File: src/sv/ipdt_pkg.sv
// Shared types, register indexes and reset values for the IR pulse-distance transmitter.
// No dependencies.
package ipdt_pkg;

  localparam int unsigned MAX_BYTES_DEF = 16;
  localparam int unsigned CFG_IDX_W     = 3;
  localparam int unsigned CFG_DATA_W    = 20;
  localparam int unsigned SPACE_W       = 20;

  typedef enum logic [1:0] {
    OP_TICK  = 2'd0,
    OP_LOAD  = 2'd1,
    OP_START = 2'd2,
    OP_NONE  = 2'd3
  } op_e;

  typedef enum logic [2:0] {
    PH_IDLE   = 3'd0,
    PH_HDR    = 3'd1,
    PH_HSPACE = 3'd2,
    PH_BURST  = 3'd3,
    PH_BSPACE = 3'd4,
    PH_FINAL  = 3'd5
  } phase_e;

  typedef enum logic [CFG_IDX_W-1:0] {
    REG_CARRIER_HIGH = 3'd0,
    REG_CARRIER_LOW  = 3'd1,
    REG_PULSES       = 3'd2,
    REG_HDR_BURSTS   = 3'd3,
    REG_HDR_SPACE    = 3'd4,
    REG_ZERO_SPACE   = 3'd5,
    REG_ONE_SPACE    = 3'd6
  } reg_e;

  typedef struct packed {
    logic [7:0]         carrier_high_ticks;
    logic [7:0]         carrier_low_ticks;
    logic [5:0]         pulses_per_burst;
    logic [3:0]         header_bursts;
    logic [SPACE_W-1:0] header_space_ticks;
    logic [SPACE_W-1:0] zero_space_ticks;
    logic [SPACE_W-1:0] one_space_ticks;
  } cfg_t;

  localparam cfg_t CFG_RESET = '{
    carrier_high_ticks: 8'd9,
    carrier_low_ticks:  8'd17,
    pulses_per_burst:   6'd15,
    header_bursts:      4'd8,
    header_space_ticks: 20'd1612,
    zero_space_ticks:   20'd420,
    one_space_ticks:    20'd1214
  };

  typedef struct packed {
    op_e        op;
    logic [7:0] byte_value;
  } item_t;

endpackage

File: src/sv/ipdt_front.sv
// Front end: decodes incoming transactions and buffers them in a two-entry queue.
// Depends on ipdt_pkg.
module ipdt_front (
  input  logic          clk_i,
  input  logic          rst_ni,
  input  logic          in_valid_i,
  output logic          in_stall_o,
  input  logic [1:0]    action_i,
  input  logic [7:0]    byte_value_i,
  output logic          q_valid_o,
  output ipdt_pkg::item_t q_item_o,
  input  logic          q_pop_i
);
  import ipdt_pkg::*;

  item_t      slot_q [2];
  logic       wr_ptr_q, wr_ptr_d;
  logic       rd_ptr_q, rd_ptr_d;
  logic [1:0] count_q, count_d;
  logic       push;
  op_e        op;

  assign op = op_e'(action_i);

  assign in_stall_o = (count_q == 2'd2);
  assign push       = in_valid_i && !in_stall_o;
  assign q_valid_o  = (count_q != 2'd0);
  assign q_item_o   = slot_q[rd_ptr_q];

  always_comb begin
    wr_ptr_d = push ? ~wr_ptr_q : wr_ptr_q;
    rd_ptr_d = q_pop_i ? ~rd_ptr_q : rd_ptr_q;
    count_d  = count_q + {1'b0, push} - {1'b0, q_pop_i};
  end

  always_ff @(posedge clk_i or negedge rst_ni) begin
    if (!rst_ni) begin
      wr_ptr_q <= 1'b0;
      rd_ptr_q <= 1'b0;
      count_q  <= 2'd0;
    end else begin
      wr_ptr_q <= wr_ptr_d;
      rd_ptr_q <= rd_ptr_d;
      count_q  <= count_d;
    end
  end

  always_ff @(posedge clk_i) begin
    if (push) begin
      slot_q[wr_ptr_q] <= '{op: op, byte_value: byte_value_i};
    end
  end

  assert property (@(posedge clk_i) disable iff (!rst_ni) q_pop_i |-> q_valid_o)
    else $error("queue popped while empty");

endmodule

File: src/sv/ipdt_back.sv
// Back end: frame store, waveform sequencer and output register.
// Depends on ipdt_pkg.
module ipdt_back #(
  parameter int unsigned MAX_BYTES = ipdt_pkg::MAX_BYTES_DEF
) (
  input  logic            clk_i,
  input  logic            rst_ni,
  input  ipdt_pkg::cfg_t  cfg_i,
  input  logic            q_valid_i,
  input  ipdt_pkg::item_t q_item_i,
  output logic            q_pop_o,
  output logic            out_valid_o,
  input  logic            out_stall_i,
  output logic            led_level_o,
  output logic            busy_res_o,
  output logic            frame_done_o,
  output logic            load_dropped_o
);
  import ipdt_pkg::*;

  localparam int unsigned AW = (MAX_BYTES > 1) ? $clog2(MAX_BYTES) : 1;
  localparam int unsigned CW = $clog2(MAX_BYTES + 1);

  logic [7:0]    store_mem [MAX_BYTES];
  logic [7:0]    rd_q;
  logic [AW-1:0] rd_addr;
  logic          wr_en;

  phase_e        phase_q, phase_d;
  logic [CW-1:0] count_q, count_d;
  logic [CW-1:0] idx_q, idx_d, idx_inc;
  logic [2:0]    bit_q, bit_d;
  logic [7:0]    shift_q, shift_d;
  logic [3:0]    burst_q, burst_d;
  logic [5:0]    pulse_q, pulse_d;
  logic [SPACE_W-1:0] tick_q, tick_d;

  logic out_valid_q;
  logic led_q, busy_q, done_q, dropped_q;
  logic led, done, dropped;

  logic [7:0]  eff_h, eff_l;
  logic [5:0]  eff_p;
  logic [8:0]  period;
  logic [SPACE_W:0] tick_inc;
  logic [6:0]  pulse_inc;
  logic [4:0]  burst_inc;
  logic        cyc_end, burst_end, busy;
  logic [SPACE_W-1:0] tick_nxt, space;
  logic [5:0]  pulse_nxt;
  logic        bursts_done, header_done, bit_done;

  assign q_pop_o = q_valid_i && (!out_valid_q || !out_stall_i);

  assign eff_h     = (cfg_i.carrier_high_ticks == 8'd0) ? 8'd1 : cfg_i.carrier_high_ticks;
  assign eff_l     = (cfg_i.carrier_low_ticks == 8'd0) ? 8'd1 : cfg_i.carrier_low_ticks;
  assign eff_p     = (cfg_i.pulses_per_burst == 6'd0) ? 6'd1 : cfg_i.pulses_per_burst;
  assign period    = {1'b0, eff_h} + {1'b0, eff_l};
  assign tick_inc  = {1'b0, tick_q} + {{SPACE_W{1'b0}}, 1'b1};
  assign cyc_end   = tick_inc >= {{(SPACE_W - 8){1'b0}}, period};
  assign pulse_inc = {1'b0, pulse_q} + 7'd1;
  assign burst_end = cyc_end && (pulse_inc >= {1'b0, eff_p});
  assign tick_nxt  = cyc_end ? '0 : tick_inc[SPACE_W-1:0];
  assign pulse_nxt = cyc_end ? (burst_end ? 6'd0 : pulse_inc[5:0]) : pulse_q;
  assign burst_inc = {1'b0, burst_q} + 5'd1;
  assign idx_inc   = idx_q + {{(CW - 1){1'b0}}, 1'b1};
  assign space     = shift_q[7] ? cfg_i.one_space_ticks : cfg_i.zero_space_ticks;
  assign busy      = (phase_q != PH_IDLE);

  assign rd_addr = (phase_q == PH_BURST || phase_q == PH_BSPACE) ? idx_inc[AW-1:0] : '0;
  assign wr_en   = q_pop_o && (q_item_i.op == OP_LOAD) && !busy &&
                   (count_q < CW'(MAX_BYTES));

  always_comb begin
    phase_d     = phase_q;
    count_d     = count_q;
    idx_d       = idx_q;
    bit_d       = bit_q;
    shift_d     = shift_q;
    burst_d     = burst_q;
    pulse_d     = pulse_q;
    tick_d      = tick_q;
    done        = 1'b0;
    dropped     = 1'b0;
    bursts_done = 1'b0;
    header_done = 1'b0;
    bit_done    = 1'b0;
    led = (phase_q == PH_HDR || phase_q == PH_BURST || phase_q == PH_FINAL) &&
          ({{(SPACE_W - 8){1'b0}}, eff_h} > tick_q);

    case (q_item_i.op)
      OP_LOAD: begin
        if (wr_en) begin
          count_d = count_q + {{(CW - 1){1'b0}}, 1'b1};
        end else begin
          dropped = 1'b1;
        end
      end
      OP_START: begin
        if (!busy) begin
          burst_d = 4'd0;
          if (cfg_i.header_bursts != 4'd0) begin
            phase_d = PH_HDR;
            pulse_d = 6'd0;
            tick_d  = '0;
          end else begin
            bursts_done = 1'b1;
          end
        end
      end
      OP_TICK: begin
        unique case (phase_q)
          PH_IDLE: ;
          PH_HDR: begin
            pulse_d = pulse_nxt;
            tick_d  = tick_nxt;
            if (burst_end) begin
              burst_d = burst_inc[3:0];
              if (burst_inc >= {1'b0, cfg_i.header_bursts}) begin
                burst_d     = 4'd0;
                bursts_done = 1'b1;
              end
            end
          end
          PH_HSPACE: begin
            tick_d = tick_inc[SPACE_W-1:0];
            if (tick_inc >= {1'b0, cfg_i.header_space_ticks}) begin
              header_done = 1'b1;
            end
          end
          PH_BURST: begin
            pulse_d = pulse_nxt;
            tick_d  = tick_nxt;
            if (burst_end) begin
              if (space != '0) begin
                phase_d = PH_BSPACE;
                tick_d  = '0;
              end else begin
                bit_done = 1'b1;
              end
            end
          end
          PH_BSPACE: begin
            tick_d = tick_inc[SPACE_W-1:0];
            if (tick_inc >= {1'b0, space}) begin
              bit_done = 1'b1;
            end
          end
          PH_FINAL: begin
            pulse_d = pulse_nxt;
            tick_d  = tick_nxt;
            if (burst_end) begin
              done    = 1'b1;
              phase_d = PH_IDLE;
              count_d = '0;
              idx_d   = '0;
              bit_d   = 3'd0;
              shift_d = 8'd0;
              burst_d = 4'd0;
              pulse_d = 6'd0;
              tick_d  = '0;
            end
          end
          default: phase_d = PH_IDLE;
        endcase
      end
      default: ;
    endcase

    if (bursts_done) begin
      if (cfg_i.header_space_ticks != '0) begin
        phase_d = PH_HSPACE;
        tick_d  = '0;
      end else begin
        header_done = 1'b1;
      end
    end

    if (header_done) begin
      pulse_d = 6'd0;
      tick_d  = '0;
      if (count_q != '0) begin
        idx_d   = '0;
        bit_d   = 3'd0;
        shift_d = rd_q;
        phase_d = PH_BURST;
      end else begin
        phase_d = PH_FINAL;
      end
    end

    if (bit_done) begin
      shift_d = {shift_q[6:0], 1'b0};
      pulse_d = 6'd0;
      tick_d  = '0;
      phase_d = PH_BURST;
      if (bit_q == 3'd7) begin
        bit_d = 3'd0;
        idx_d = idx_inc;
        if (idx_inc < count_q) begin
          shift_d = rd_q;
        end else begin
          phase_d = PH_FINAL;
        end
      end else begin
        bit_d = bit_q + 3'd1;
      end
    end
  end

  always_ff @(posedge clk_i or negedge rst_ni) begin
    if (!rst_ni) begin
      phase_q     <= PH_IDLE;
      count_q     <= '0;
      idx_q       <= '0;
      bit_q       <= 3'd0;
      shift_q     <= 8'd0;
      burst_q     <= 4'd0;
      pulse_q     <= 6'd0;
      tick_q      <= '0;
      out_valid_q <= 1'b0;
    end else begin
      if (q_pop_o) begin
        phase_q <= phase_d;
        count_q <= count_d;
        idx_q   <= idx_d;
        bit_q   <= bit_d;
        shift_q <= shift_d;
        burst_q <= burst_d;
        pulse_q <= pulse_d;
        tick_q  <= tick_d;
      end
      if (q_pop_o) begin
        out_valid_q <= 1'b1;
      end else if (!out_stall_i) begin
        out_valid_q <= 1'b0;
      end
    end
  end

  always_ff @(posedge clk_i) begin
    if (q_pop_o) begin
      led_q     <= led;
      busy_q    <= (phase_d != PH_IDLE);
      done_q    <= done;
      dropped_q <= dropped;
    end
  end

  always_ff @(posedge clk_i) begin
    if (wr_en) begin
      store_mem[count_q[AW-1:0]] <= q_item_i.byte_value;
    end
    if (wr_en && (count_q[AW-1:0] == rd_addr)) begin
      rd_q <= q_item_i.byte_value;
    end else begin
      rd_q <= store_mem[rd_addr];
    end
  end

  assign out_valid_o    = out_valid_q;
  assign led_level_o    = led_q;
  assign busy_res_o     = busy_q;
  assign frame_done_o   = done_q;
  assign load_dropped_o = dropped_q;

  assert property (@(posedge clk_i) disable iff (!rst_ni) count_q <= CW'(MAX_BYTES))
    else $error("byte count beyond store capacity");

  assert property (@(posedge clk_i) disable iff (!rst_ni)
    (out_valid_q && done_q) |-> !busy_q)
    else $error("frame end reported while still busy");

  assert property (@(posedge clk_i) disable iff (!rst_ni)
    (q_pop_o && q_item_i.op == OP_LOAD && busy) |=> (out_valid_q && dropped_q))
    else $error("load during transmission not flagged");

endmodule

File: src/sv/ir_pulse_distance_transmitter.sv
// IR pulse-distance transmitter top level: configuration registers, front end and back end.
// A result passes through the two-entry queue and the output register once accepted.
// Throughput: one transaction per cycle when not stalled; the back end steps once per item.
// A two-entry queue separates acceptance from the sequencer; the output register holds results.
// Reset (async, active low) clears control state and loads register defaults; store undefined.
module ir_pulse_distance_transmitter #(
  parameter int unsigned MAX_BYTES = ipdt_pkg::MAX_BYTES_DEF
) (
  input  logic                               clk_i,
  input  logic                               rst_ni,
  input  logic                               cfg_we_i,
  input  logic [ipdt_pkg::CFG_IDX_W-1:0]     cfg_idx_i,
  input  logic [ipdt_pkg::CFG_DATA_W-1:0]    cfg_wdata_i,
  input  logic                               in_valid_i,
  output logic                               in_stall_o,
  input  logic [1:0]                         action_i,
  input  logic [7:0]                         byte_value_i,
  output logic                               out_valid_o,
  input  logic                               out_stall_i,
  output logic                               led_level_o,
  output logic                               busy_res_o,
  output logic                               frame_done_o,
  output logic                               load_dropped_o
);
  import ipdt_pkg::*;

  cfg_t  cfg_q, cfg_d;
  logic  q_valid, q_pop;
  item_t q_item;

  always_comb begin
    cfg_d = cfg_q;
    if (cfg_we_i) begin
      unique case (cfg_idx_i)
        REG_CARRIER_HIGH: cfg_d.carrier_high_ticks = cfg_wdata_i[7:0];
        REG_CARRIER_LOW:  cfg_d.carrier_low_ticks  = cfg_wdata_i[7:0];
        REG_PULSES:       cfg_d.pulses_per_burst   = cfg_wdata_i[5:0];
        REG_HDR_BURSTS:   cfg_d.header_bursts      = cfg_wdata_i[3:0];
        REG_HDR_SPACE:    cfg_d.header_space_ticks = cfg_wdata_i[SPACE_W-1:0];
        REG_ZERO_SPACE:   cfg_d.zero_space_ticks   = cfg_wdata_i[SPACE_W-1:0];
        REG_ONE_SPACE:    cfg_d.one_space_ticks    = cfg_wdata_i[SPACE_W-1:0];
        default: ;
      endcase
    end
  end

  always_ff @(posedge clk_i or negedge rst_ni) begin
    if (!rst_ni) begin
      cfg_q <= CFG_RESET;
    end else begin
      cfg_q <= cfg_d;
    end
  end

  ipdt_front u_front (
    .clk_i        (clk_i),
    .rst_ni       (rst_ni),
    .in_valid_i   (in_valid_i),
    .in_stall_o   (in_stall_o),
    .action_i     (action_i),
    .byte_value_i (byte_value_i),
    .q_valid_o    (q_valid),
    .q_item_o     (q_item),
    .q_pop_i      (q_pop)
  );

  ipdt_back #(
    .MAX_BYTES (MAX_BYTES)
  ) u_back (
    .clk_i          (clk_i),
    .rst_ni         (rst_ni),
    .cfg_i          (cfg_q),
    .q_valid_i      (q_valid),
    .q_item_i       (q_item),
    .q_pop_o        (q_pop),
    .out_valid_o    (out_valid_o),
    .out_stall_i    (out_stall_i),
    .led_level_o    (led_level_o),
    .busy_res_o     (busy_res_o),
    .frame_done_o   (frame_done_o),
    .load_dropped_o (load_dropped_o)
  );

endmodule

File: config.mk
export PLATFORM = sky130hd
export DESIGN_NAME = ir_pulse_distance_transmitter
export DESIGN_NICKNAME = d
export VERILOG_FILES = /design/src/sv/ipdt_pkg.sv /design/src/sv/ipdt_front.sv /design/src/sv/ipdt_back.sv /design/src/sv/ir_pulse_distance_transmitter.sv
export SDC_FILE = /design/constraint.sdc
export NUM_CORES = 1
export LEC_CHECK = 0
export BUFFER_PORTS_ARGS = -buffer_cell sky130_fd_sc_hd__buf_2
export CAP_MARGIN = 20
export CORE_ASPECT_RATIO = 0.6
export CORE_MARGIN = 2
export CORE_UTILIZATION = 30
export CTS_CLUSTER_SIZE = 14
export DETAILED_ROUTE_END_ITERATION = 10
export GPL_TIMING_DRIVEN = 0
export PLACE_DENSITY = 0.49
export SLEW_MARGIN = 25
export SYNTH_ARGS = -nofsm -noshare
export SYNTH_HDL_FRONTEND = slang
export SYNTH_SLANG_ARGS = --single-unit
File: constraint.sdc
create_clock -name clk_i -period 6.5 [get_ports clk_i]
set_input_delay 0.325 -clock clk_i [delete_from_list [all_inputs] [get_ports clk_i]]
set_output_delay 0.325 -clock clk_i [all_outputs]
set_load 0.005 [all_outputs]
# Yosys cells after proc, flatten, opt, wreduce, memory -nomap -nowiden
# Memories as Yosys holds them, arrays and structs flattened. A register that Yosys moved wholly into a read port is not among the register bits.
# Index checks and enable logic that the tools add are counted.
[word_totals]
mem_bits_rw = 148
latch_bits = 0
wordCells = 211
output_inout_bits = 6
register_bits = 149
n_memories = 2
inputBits = 38
romBits = 0
[memory_table]
columns = ["name", "words", "width", "rd", "rd_clocked_by_memory_dff", "wr", "line_no", "rtl"]
rows = [
  ["u_back.store_mem", 16, 8, 1, 1, 1, "ipdt_back.sv:24", "logic [7:0] store_mem [MAX_BYTES];"],
  ["u_front.slot_q", 2, 10, 1, 0, 1, "ipdt_front.sv:16", "item_t slot_q [2];"],
]
[op_classes]
n_reduce_logical = 45
n_lt_le_gt_ge = 8
n_eq_ne = 26
n_addsub = 9
mul = 0
n_mux = 96
shifts = 0
div = 0
bitwise = 2
[op_table]
columns = ["operator", "count"]
rows = [
  ["$mux 20", 11],
  ["$mux 8", 10],
  ["$pmux 20 s4", 1],
  ["$mux 3", 19],
  ["$mux 5", 10],
  ["$mux 6", 8],
  ["$ge 21x20->1", 2],
  ["$pmux 20 s2", 1],
  ["$reduce_bool 20->1", 2],
  ["$pmux 6 s2", 2],
  ["$mux 1", 22],
  ["$add 20x1->21 const B", 1],
  ["$ge 21x9->1", 1],
  ["$gt 8x20->1", 1],
  ["$mux 4", 5],
  ["$eq 3x3->1 const B", 6],
  ["$logic_not 8->1", 2],
  ["$pmux 4 s2", 2],
  ["$reduce_and 2->1", 8],
  ["$eq 3x2->1 const B", 4],
  ["$add 5x1->5 const B", 2],
  ["$pmux 5 s2", 1],
  ["$reduce_and 5->1", 2],
  ["$add 8x8->9", 1],
  ["36 further kinds", 62],
]

# Longest topological paths before layout
# Gate-level depths: netlist of the first run.
[depth]
word_depth = 13
ltp_mapped = 24
depth_no_buf = 22

# By module
# From an unflattened synthesis of the first run, not the netlist that was laid out.
[hier_totals]
hier_cells = 1291
area_unflattened_um2 = 15900.2
[by_module_without_submodules]
columns = ["mod", "area_each_um2", "seq_area_each_um2", "cells_per_inst", "n_inst"]
rows = [
  ["ipdt_back", 11653.7, 5420.2, 1056, 1],
  ["ir_pulse_distance_transmitter", 3294.4, 2183.3, 187, 1],
  ["ipdt_front", 952.2, 700.7, 48, 1],
]

# Least setup slack after synthesis of the first run
# OpenSTA, ideal clock, no wires.
[synth_path]
path_kind = "register to register"
startpoint = "reg cfg_q[82] in the netlist's numbering"
endpoint = "reg u_back.tick_q[9]"
arrival_time_ps = 4748
path_slack_ps = 1678
setup_time_ps = 74
n_path_buf = 2
t_required_ps = 6426
stages_incl_launch_ff = 25
period_less_slack_ps = 4822
path_cell_list = "dfrtp_1 > nor4_1 > a21o_1 > ha_1 > inv_1 > fa_1 > inv_1 > a21oi_1 > o21ai_0 > a21oi_1 > o21bai_1 > a21o_1 > a21oi_1 > ha_1 > and4_1 > a21o_1 > a221oi_1 > o2111ai_1 > or3_1 > buf_6 > a311o_4 > nor4_4 > buf_6 > nand4_1 > o21ai_2"
[synth_between]
elab_chain_len = 13
word_cells_on_any_way = 22
cone_classes = "1 x add/sub; 1 x order compare; 18 x mux; 2 x reduce/logical"
[synth_lines]
columns = ["element", "line_no", "rtl"]
rows = [
  ["start: declaration", "ir_pulse_distance_transmitter.sv:27", "cfg_t cfg_q, cfg_d;"],
  ["start signal: assignment", "ir_pulse_distance_transmitter.sv:51", "cfg_q <= cfg_d;"],
  ["$logic_not 8->1", "ipdt_back.sv:55", "assign eff_h = (cfg_i.carrier_high_ticks == 8'd0) ? 8'd1 : cfg_i.carrier_high_ticks;"],
  ["$mux 8 *", "ipdt_back.sv:55", ""],
  ["$add 8x8->9 *", "ipdt_back.sv:58", "assign period = {1'b0, eff_h} + {1'b0, eff_l};"],
  ["$ge 21x9->1 *", "ipdt_back.sv:60", "assign cyc_end = tick_inc >= {{(SPACE_W - 8){1'b0}}, period};"],
  ["$mux 20", "ipdt_back.sv:63", "assign tick_nxt = cyc_end ? '0 : tick_inc[SPACE_W-1:0];"],
  ["$mux 20", "ipdt_back.sv:135", "if (space != '0) begin"],
  ["$mux 20", "ipdt_back.sv:134", "if (burst_end) begin"],
  ["$pmux 20 s4", "ipdt_back.sv:112", "unique case (phase_q)"],
  ["$pmux 20 s2", "ipdt_back.sv:91", "case (q_item_i.op)"],
  ["$mux 20", "ipdt_back.sv:171", "if (cfg_i.header_space_ticks != '0) begin"],
  ["$mux 20", "ipdt_back.sv:170", "if (bursts_done) begin"],
  ["$mux 20", "ipdt_back.sv:179", "if (header_done) begin"],
  ["$mux 20 *", "ipdt_back.sv:192", "if (bit_done) begin"],
  ["end signal: assignment", "ipdt_back.sv:231", "tick_q <= tick_d;"],
  ["end: declaration", "ipdt_back.sv:36", "logic [SPACE_W-1:0] tick_q, tick_d;"],
]
# Mark *: on every way between the ends. The rest lies on a longest branch, timed or not.
# A chain may end at the register's enable or synchronous reset.

# Final worst setup path of the first run
[layout_path]
startpoint = "reg cfg_q[79] in the netlist's numbering"
endpoint = "reg u_back.busy_q (netlist: u_back.busy_res_o) (data pin)"
[layout_between]
elab_chain_len = 13
word_cells_on_any_way = 21
cone_classes = "1 x add/sub; 1 x order compare; 16 x mux; 3 x reduce/logical"
[layout_lines]
columns = ["element", "line_no", "rtl"]
rows = [
  ["$logic_not 8->1", "ipdt_back.sv:55", ""],
  ["$mux 8 *", "ipdt_back.sv:55", ""],
  ["$add 8x8->9 *", "ipdt_back.sv:58", ""],
  ["$ge 21x9->1 *", "ipdt_back.sv:60", ""],
  ["$logic_and 1x1->1 *", "ipdt_back.sv:62", "assign burst_end = cyc_end && (pulse_inc >= {1'b0, eff_p});"],
  ["$mux 3 (on tied branches)", "ipdt_back.sv:152, ipdt_back.sv:134", ""],
  ["$pmux 3 s3", "ipdt_back.sv:112", ""],
  ["$pmux 3 s2", "ipdt_back.sv:91", ""],
  ["$mux 3", "ipdt_back.sv:171", ""],
  ["$mux 3", "ipdt_back.sv:170", ""],
  ["$mux 3", "ipdt_back.sv:179", ""],
  ["$mux 3 *", "ipdt_back.sv:192", ""],
  ["$reduce_bool 3->1 *", "ipdt_back.sv:244", "busy_q <= (phase_d != PH_IDLE);"],
  ["end signal: assignment", "ipdt_back.sv:244", ""],
  ["end: declaration", "ipdt_back.sv:39", "logic led_q, busy_q, done_q, dropped_q;"],
]
# Marked as above.

==> summary.txt, run 1 <==
Clock tree
  – CTS Buffer Depth: 3
  – TritonCTS sink count: 301
  – CTS root buf: clkbuf_16
  – Setup bufs post-CTS: 0
  – Clock latency at the later pin of the worst-skew pair: 0.53 ns
  – Cts bufs inserted: 34
  – H-tree levels: 2
  – CTS tree: done
  – CTS clock-pin slew for the worst setup and hold paths: 0.06 ns

Cells and area
  – Seq. cell area: 8300 um2
  – Layout fillers: 5063
  – Layout cells sized above 1: 20.8%
  – Multi-input logic area: 6600 um2
  – Diodes inserted: 0
  – Syn-to-layout area delta: 15.5%
  – Nets: 1446

Logic synthesis
  – Synthesized Nets: 1350
  – Cells after Synth: 1220
  – Sequential fraction of the synthesis area: 54.0%
  – Commonest cells post-synth: 152 x edfxtp_1, 120 x dfrtp_1, 92 x nand2_1
  – Asr flop ratio synth: 48.2%
  – Post-synthesis compound-gate area fraction: 10.3%
  – Main combinational cell family by area after synthesis: multiplexers
  – Ys flop type: edfxtp_1
  – Synth Area in Adders: 7.54%
  – Synth Warn #: 0
  – Leading area contributor after synthesis: edfxtp_1
  – Simple-Gate Fraction of Synth Area: 9.83%
  – Netlist cell types: 76
  – Post-synth EDFFs: 152
  – Synth top area cells: edfxtp_1 30%, dfrtp_1 20%, ha_1 7.4%
  – Top-count cell post-synth: edfxtp_1
  – Mux share of post-synthesis cell area: 13.1%
  – Share of Yosys cell area claimed by the top area cell type: 29.7%
  – Post-Synthesis Cell Area: 15400 um2
  – XOR/XNOR Fraction of Synth Area: 1.99%
  – FF+latch count, synth: 301
  – Syn_area_per_cell: 12.6 um2

Floorplanning
  – Die X: 296 um
  – CORE AREA: 50800 um2
  – Row cnt: 64
  – Initial core utilization: 30.3%
  – Die area: 53100 um2
  – I/O pins: 44
  – Die H: 179 um

Global route
  – Total grt overflow: 0
  – Overall Global Routing Usage: 16.1%
  – Largest net degree at the start of global routing: 89
  – Initial antenna violation count: 0
  – First-pass GRT wire length: 64.1 mm
  – Vias in the first global route: 10022

Setup path
  – CP max-delay cell: a221oi_2
  – CP Max Fanout: 7
  – Critical path's largest stage delay: 0.62 ns
  – Worst Setup SP: cfg_q[79]
  – WS Path Type: reg -> reg
  – Critical Path Sink Type: register
  – Crit-path cells: nor4_1 > a21o_1 > ha_1 > inv_1 > fa_1 > inv_1 > a21oi_1 > o21ai_0 > a21oi_1 > o21bai_1 > a21o_1 > a21oi_1 > ha_1 > and4_1 > a21o_1 > a221oi_1 > o2111ai_1 > or2_2 > a221oi_2 > nor2b_1 > a2111oi_1 > nand2_1
  – Reg2reg start: cfg_q[79]
  – Critical Path RT: 6.76 ns
  – Critical Path AT: 6.36 ns
  – R2R setup slack: 0.40 ns
  – Startpoint Class: register

Pwr
  – Pleak: 6.80 nW
  – Power Density: 363 nW/um2
  – Max VDD drop: 0.198 mV

Timing
  – Clock skew: 0.0225 ns
  – Final setup viols: 0
  – Fin crit share: 93.8%
  – Pins Over Slew Limit: 0
  – Hold_ws: 0.0518 ns
  – Worst-margin pin slew: 1.08 ns
  – Max_slew headroom: 27.3%
  – Setup_tns: 0 ns
  – Final min period: 6.10 ns
  – Endpoints failing hold: 0
  – Peak Freq: 0.164 GHz

Placed design
  – Final Wtd Congestion: 0.879
  – Number of port buffers: 42
  – HPWL after DPL: 31.6 mm

Route
  – Routed Antenna Nets: 0
  – Final wirelength: 42.4 mm
  – DR pass1 iterations: 8
  – DRC violations left: 0
  – Vias per cell: 5.09
  – Drt wl/cell: 20.8 um
  – Iter 0 DRT Violations: 900
  – Routed vias: 10357

Hold path
  – HP Class: in -> reg
  – HP Start: cfg_wdata_i[9]

Status
  – Outcome: completed

Job
  – Maxcap violations: 0
path summary, 6_finish.rpt:
path / end / cells past startpoint
max: u_back.busy_res_o / 22
min: cfg_q[49] / 3
max reg2reg: u_back.busy_res_o / 22
min reg2reg: u_back.shift_q[5] / 1
max in group asynchronous: cfg_q[42] / 3
min in group asynchronous: cfg_q[12] / 2
cell families (layout without fill, tap and decap cells):
| kind of cell | after synthesis | in the layout |
|---|---|---|
| AO/OA/AOI/OAI | 228 | 228 |
| XOR/XNOR | 35 | 35 |
| adder cells (fa/ha/maj) | 92 | 92 |
| buffers and inverters | 124 | 245 |
| flip-flops | 301 | 301 |
| multiplexers | 141 | 141 |
| AND/OR/NAND/NOR | 299 | 299 |
registers in the layout, summed over array words and instances, names as in the netlist, 2 cells and up, named ones only:
register / count
u_back.burst_q: 4
u_back.shift_q: 8
u_back.count_q: 5
u_back.bit_q: 3
u_back.tick_q: 20
u_back.pulse_q: 6
u_back.phase_q: 3
u_front.slot_q: 20
u_front.count_q: 2
cfg_q: 86
u_back.idx_q: 5
u_back.store_mem: 128
cell usage in the layout (no fill, tap or decap), drive strengths merged, types with 13 or more instances in the layout:
cell | Yosys | routed
clkbuf | 44 | 91
nand2 | 92 | 92
xnor2 | 25 | 25
dfstp | 25 | 25
mux4 | 40 | 40
mux2 | 77 | 77
a21oi | 39 | 39
nor2 | 53 | 53
nand4 | 15 | 15
o21ai | 74 | 74
nor4 | 21 | 21
nor3 | 32 | 32
nand3 | 23 | 23
a22o | 16 | 16
o21a | 13 | 13
inv | 66 | 69
mux2i | 24 | 24
ha | 91 | 91
edfxtp | 152 | 152
buf | 13 | 61
dfrtp | 120 | 120
stage by stage:
stage	cell area, um2	power [mW]	instances	setup WS (ns)	utilization (%)
after floorplan	15400	3.91	1220	1.68	-
after global placement	16400	4.54	1955	0.369	32.4
after detailed placement	16600	4.59	1962	0.347	32.6
after CTS	17700	6.49	2033	0.311	34.9
after global routing	17700	6.83	2034	-0.00346	35.0
final	17700	6.44	2034	0.403	35.0
final cells by class:
type                       count  share of cell area, %
sequential                   301                   46.8
multi-input combinational    795                   37.2
buffer                        57                   1.42
tap                          693                   4.89
inverter                      67                   1.42
clock buffer                  46                   5.16
timing repair buffer          60                   2.29
clock inverter                15                  0.825
critical path: cells and delay by family, from the launching register on:
kind | cells | cell delay [ns]
AOI/OAI and AO/OA | 12 | 3.22
DFF | 1 | 0.41
adders and majority gates | 3 | 0.91
and+or+nand+nor | 5 | 1.14
buffers and inverters | 2 | 0.15
where the power goes:
| part | switching (mW) | internal, mW | total, mW |
|---|---|---|---|
| Combinational | 1.23 | 0.743 | 1.98 |
| Sequential | 0.194 | 2.41 | 2.60 |
| Clock | 0.787 | 1.08 | 1.86 |
per-layer routing:
layer  global-route usage, %  part of all wire, %  up-vias
met1                    27.6                   55     5229
met2                    20.5                   38      288
met5                       0                    0        -
met4                    2.76                  1.1        0
met3                    2.73                  5.9       41
li1                        -                    -     4799
repair_timing:
item	4_1_cts	5_1_grt
hold endpoints to repair	69	2
hold buffers	10	1
setup endpoints to repair	0	19
gates resized for setup	0	2
Power figures use the tool's default switching activity.
==> run 2: changes to the inputs <==
--- a/config.mk
+++ b/config.mk
@@ -12,7 +12,7 @@
 export CORE_UTILIZATION = 30
 export CTS_CLUSTER_SIZE = 14
 export DETAILED_ROUTE_END_ITERATION = 10
-export GPL_TIMING_DRIVEN = 0
+export GPL_TIMING_DRIVEN = 1
 export PLACE_DENSITY = 0.49
 export SLEW_MARGIN = 25
 export SYNTH_ARGS = -nofsm -noshare
==> summary.txt, run 2 (synthesis results as in run 1) <==
Global route
  – Overall Global Routing Usage: 15.4% (-0.75 points)
  – Initial antenna violation count: 1 (+1)
  – Vias in the first global route: 9635 (-3.9%)
  – First-pass GRT wire length: 61.4 mm (-4.3%)
  – Largest net degree at the start of global routing: 90 (+1.1%)
  – Total grt overflow: 0 (unchanged)

Timing
  – Pins Over Slew Limit: 0 (unchanged)
  – Final min period: 5.78 ns (-0.316 ns)
  – Fin crit share: 88.9% (-4.9 points)
  – Final setup viols: 0 (unchanged)
  – Hold_ws: 0.0306 ns (-0.0213 ns)
  – Worst-margin pin slew: 0.972 ns (-0.108 ns)
  – Endpoints failing hold: 0 (unchanged)
  – Peak Freq: 0.173 GHz (+5.5%)
  – Setup_tns: 0 ns (unchanged)
  – Max_slew headroom: 35.0% (+7.6 points)
  – RSZ-0062 raised after global routing: false
  – Clock skew: 0.0161 ns (-0.00636 ns)
  – Final worst slack: 0.719 ns (+0.316 ns)

Cells and area
  – Nets: 1406 (-2.8%)
  – Max FFs per register: 128 (unchanged)
  – Post-layout instance area: 17600 um2 (-1.0%)
  – Diodes inserted: 0 (unchanged)
  – Syn-to-layout area delta: 14.3%
  – Most frequent cells in the layout: 152 x edfxtp_1, 120 x dfrtp_1, 92 x nand2_1, 91 x ha_1, 73 x mux2_2
  – Layout cells sized above 1: 21.7% (+0.87 points)
  – Layout fillers: 4990 (-1.4%)
  – Most common cell after layout, fill and taps aside: edfxtp_1

Setup path
  – CP Max Fanout: 7 (unchanged)
  – CP Buf/Inv Count: 2 (unchanged)
  – Critical Path Sink Type: register
  – Critical Path RT: 6.73 ns (-0.03 ns)
  – Critical path's largest stage delay: 0.55 ns (-0.07 ns)
  – Crit-path cells: nor4_1 > a21o_1 > ha_1 > inv_1 > fa_1 > inv_1 > a21oi_1 > o21ai_0 > a21oi_1 > o21bai_1 > a21o_1 > a21oi_1 > ha_1 > and4_1 > a21o_1 > a221oi_1 > o2111ai_1 > or2_2 > a221oi_2 > nor2b_1 > a2111oi_0 > nand2_1
  – RR Endpoint: u_back.busy_res_o
  – Worst Setup SP: cfg_q[82]
  – WS Path Type: reg -> reg
  – Worst path depth: 22 (unchanged)
  – Worst Setup EP: u_back.busy_res_o
  – CP max-delay cell: a2111oi_0
  – Startpoint Class: register
  – Reg2reg start: cfg_q[82]
  – R2R setup slack: 0.72 ns (+0.32 ns)
  – Critical Path AT: 6.01 ns (-0.35 ns)
  – Reg2reg path depth: 22 (unchanged)
  – Delay-heaviest family, CP: compound AO/OA/AOI/OAI gates

Clock tree
  – CTS Buffer Depth: 3 (unchanged)
  – CTS root buf: clkbuf_16
  – # resized after CTS: 0 (unchanged)
  – CTS tree: done
  – Clock latency at the later pin of the worst-skew pair: 0.52 ns (about the same)
  – H-tree levels: 2 (unchanged)
  – CTS clock-pin slew for the worst setup and hold paths: 0.06 ns (about the same)
  – Cts bufs inserted: 34 (unchanged)
  – TritonCTS sink count: 301 (unchanged)

Floorplanning
  – Die H: 179 um (unchanged)
  – Die area: 53100 um2 (unchanged)
  – CORE AREA: 50800 um2 (unchanged)
  – Initial core utilization: 30.3% (unchanged)
  – I/O pins: 44 (unchanged)
  – Die X: 296 um (unchanged)
  – Row cnt: 64 (unchanged)

Route
  – Drt wl/cell: 20.2 um (-3.0%)
  – DRC violations left: 0 (unchanged)
  – Final wirelength: 40.3 mm (-4.9%)
  – Vias per cell: 5.05 (-0.85%)
  – Routed Antenna Nets: 0 (unchanged)
  – DR pass1 iterations: 8 (unchanged)
  – Iter 0 DRT Violations: 963 (+7.0%)
  – Routed vias: 10067 (-2.8%)

Hold path
  – HP Class: in -> reg

Placed design
  – HPWL after DPL: 29.4 mm (-6.8%)
  – Final Wtd Congestion: 0.861 (-2.0%)
  – Placement Cell Area: 16400 um2 (-0.93%)
  – Number of port buffers: 43 (+2.4%)
  – Place WS: 0.851 ns (+0.503 ns)

Status
  – Outcome: completed

Pwr
  – Power Total: 6.35 mW (-1.5%)
  – Max VDD drop: 0.214 mV (+8.1%)
  – Pleak: 6.76 nW (-0.61%)
  – Power Density: 362 nW/um2 (-0.42%)

Job
  – Maxcap violations: 0 (unchanged)
## run 2: cell types whose count changed in the layout (fill, tap and decap cells not counted), moves of 2 or more
cell,before,now
buf_2,46,42
dlygate4sd3_1,11,9
buf_4,5,25
nor3_2,6,1
buf_1,3,0
clkbuf_1,54,13
buf_6,5,1
clkbuf_8,2,4
nor3_1,26,30
## run 2: cell type report
cell class | instances | area [um2] | share of cell area, %
Timing Repair Buffer | 77 | 499 | 2.84
Clock inverter | 9 | 72.6 | 0.413
Tap cell | 693 | 867 | 4.94
Multi-Input combinational cell | 795 | 6590 | 37.5
Inverter | 67 | 251 | 1.43
Clock buffer | 52 | 980 | 5.58
Sequential cell | 301 | 8310 | 47.3
## run 2: worst min-delay path by stage
stage | cells after the start | to | start
2_1_floorplan | 0 | cfg_q[0] | rst_ni
3_3_place_gp | 1 | cfg_q[20] | rst_ni
3_5_place_dp | 1 | cfg_q[21] | rst_ni
4_1_cts | 1 | u_front.slot_q[0][8] | action_i[0]
5_1_grt | 1 | u_front.slot_q[1][9] | action_i[1]
6_report | 1 | u_front.slot_q[0][8] | action_i[0]
## run 2: worst register-to-register path, cell delays in order (launching register included)
cell and delay (ns):
dfrtp_1 0.41, nor4_1 0.34, a21o_1 0.19, ha_1 0.18
inv_1 0.06, fa_1 0.40, inv_1 0.07, a21oi_1 0.05
o21ai_0 0.26, a21oi_1 0.11, o21bai_1 0.20, a21o_1 0.14
a21oi_1 0.06, ha_1 0.29, and4_1 0.17, a21o_1 0.17
a221oi_1 0.38, o2111ai_1 0.30, or2_2 0.36, a221oi_2 0.53
nor2b_1 0.12, a2111oi_0 0.55, nand2_1 0.16
## run 2: metrics by stage
| step | instances | utilization [%] |
|---|---|---|
| 6_report | 1994 | 34.6 |
| 5_1_grt | 1994 | 34.6 |
| 4_1_cts | 1994 | 34.6 |
| 3_5_place_dp | 1924 | 32.3 |
| 3_3_place_gp | 1924 | 32.3 |
| 2_1_floorplan | 1220 | - |
## run 2: per-layer routing
layer  routed length [um]  vias up  track usage [%]
li1                     -     4712                -
met1                21500     5006             25.8
met2                15300      307             20.1
met3                 2830       42             2.37
met4                  570        0             3.05
met5                    0        -                0
## run 2: what timing repair did
item,4_1_cts,5_1_grt
hold buffers,9,0
hold endpoints to repair,83,0
setup buffers,0,0
## run 2: power by group
| part | internal [mW] | switching [mW] |
|---|---|---|
| registers | 2.41 | 0.258 |
| logic | 0.718 | 1.12 |
| clock network | 1.08 | 0.769 |
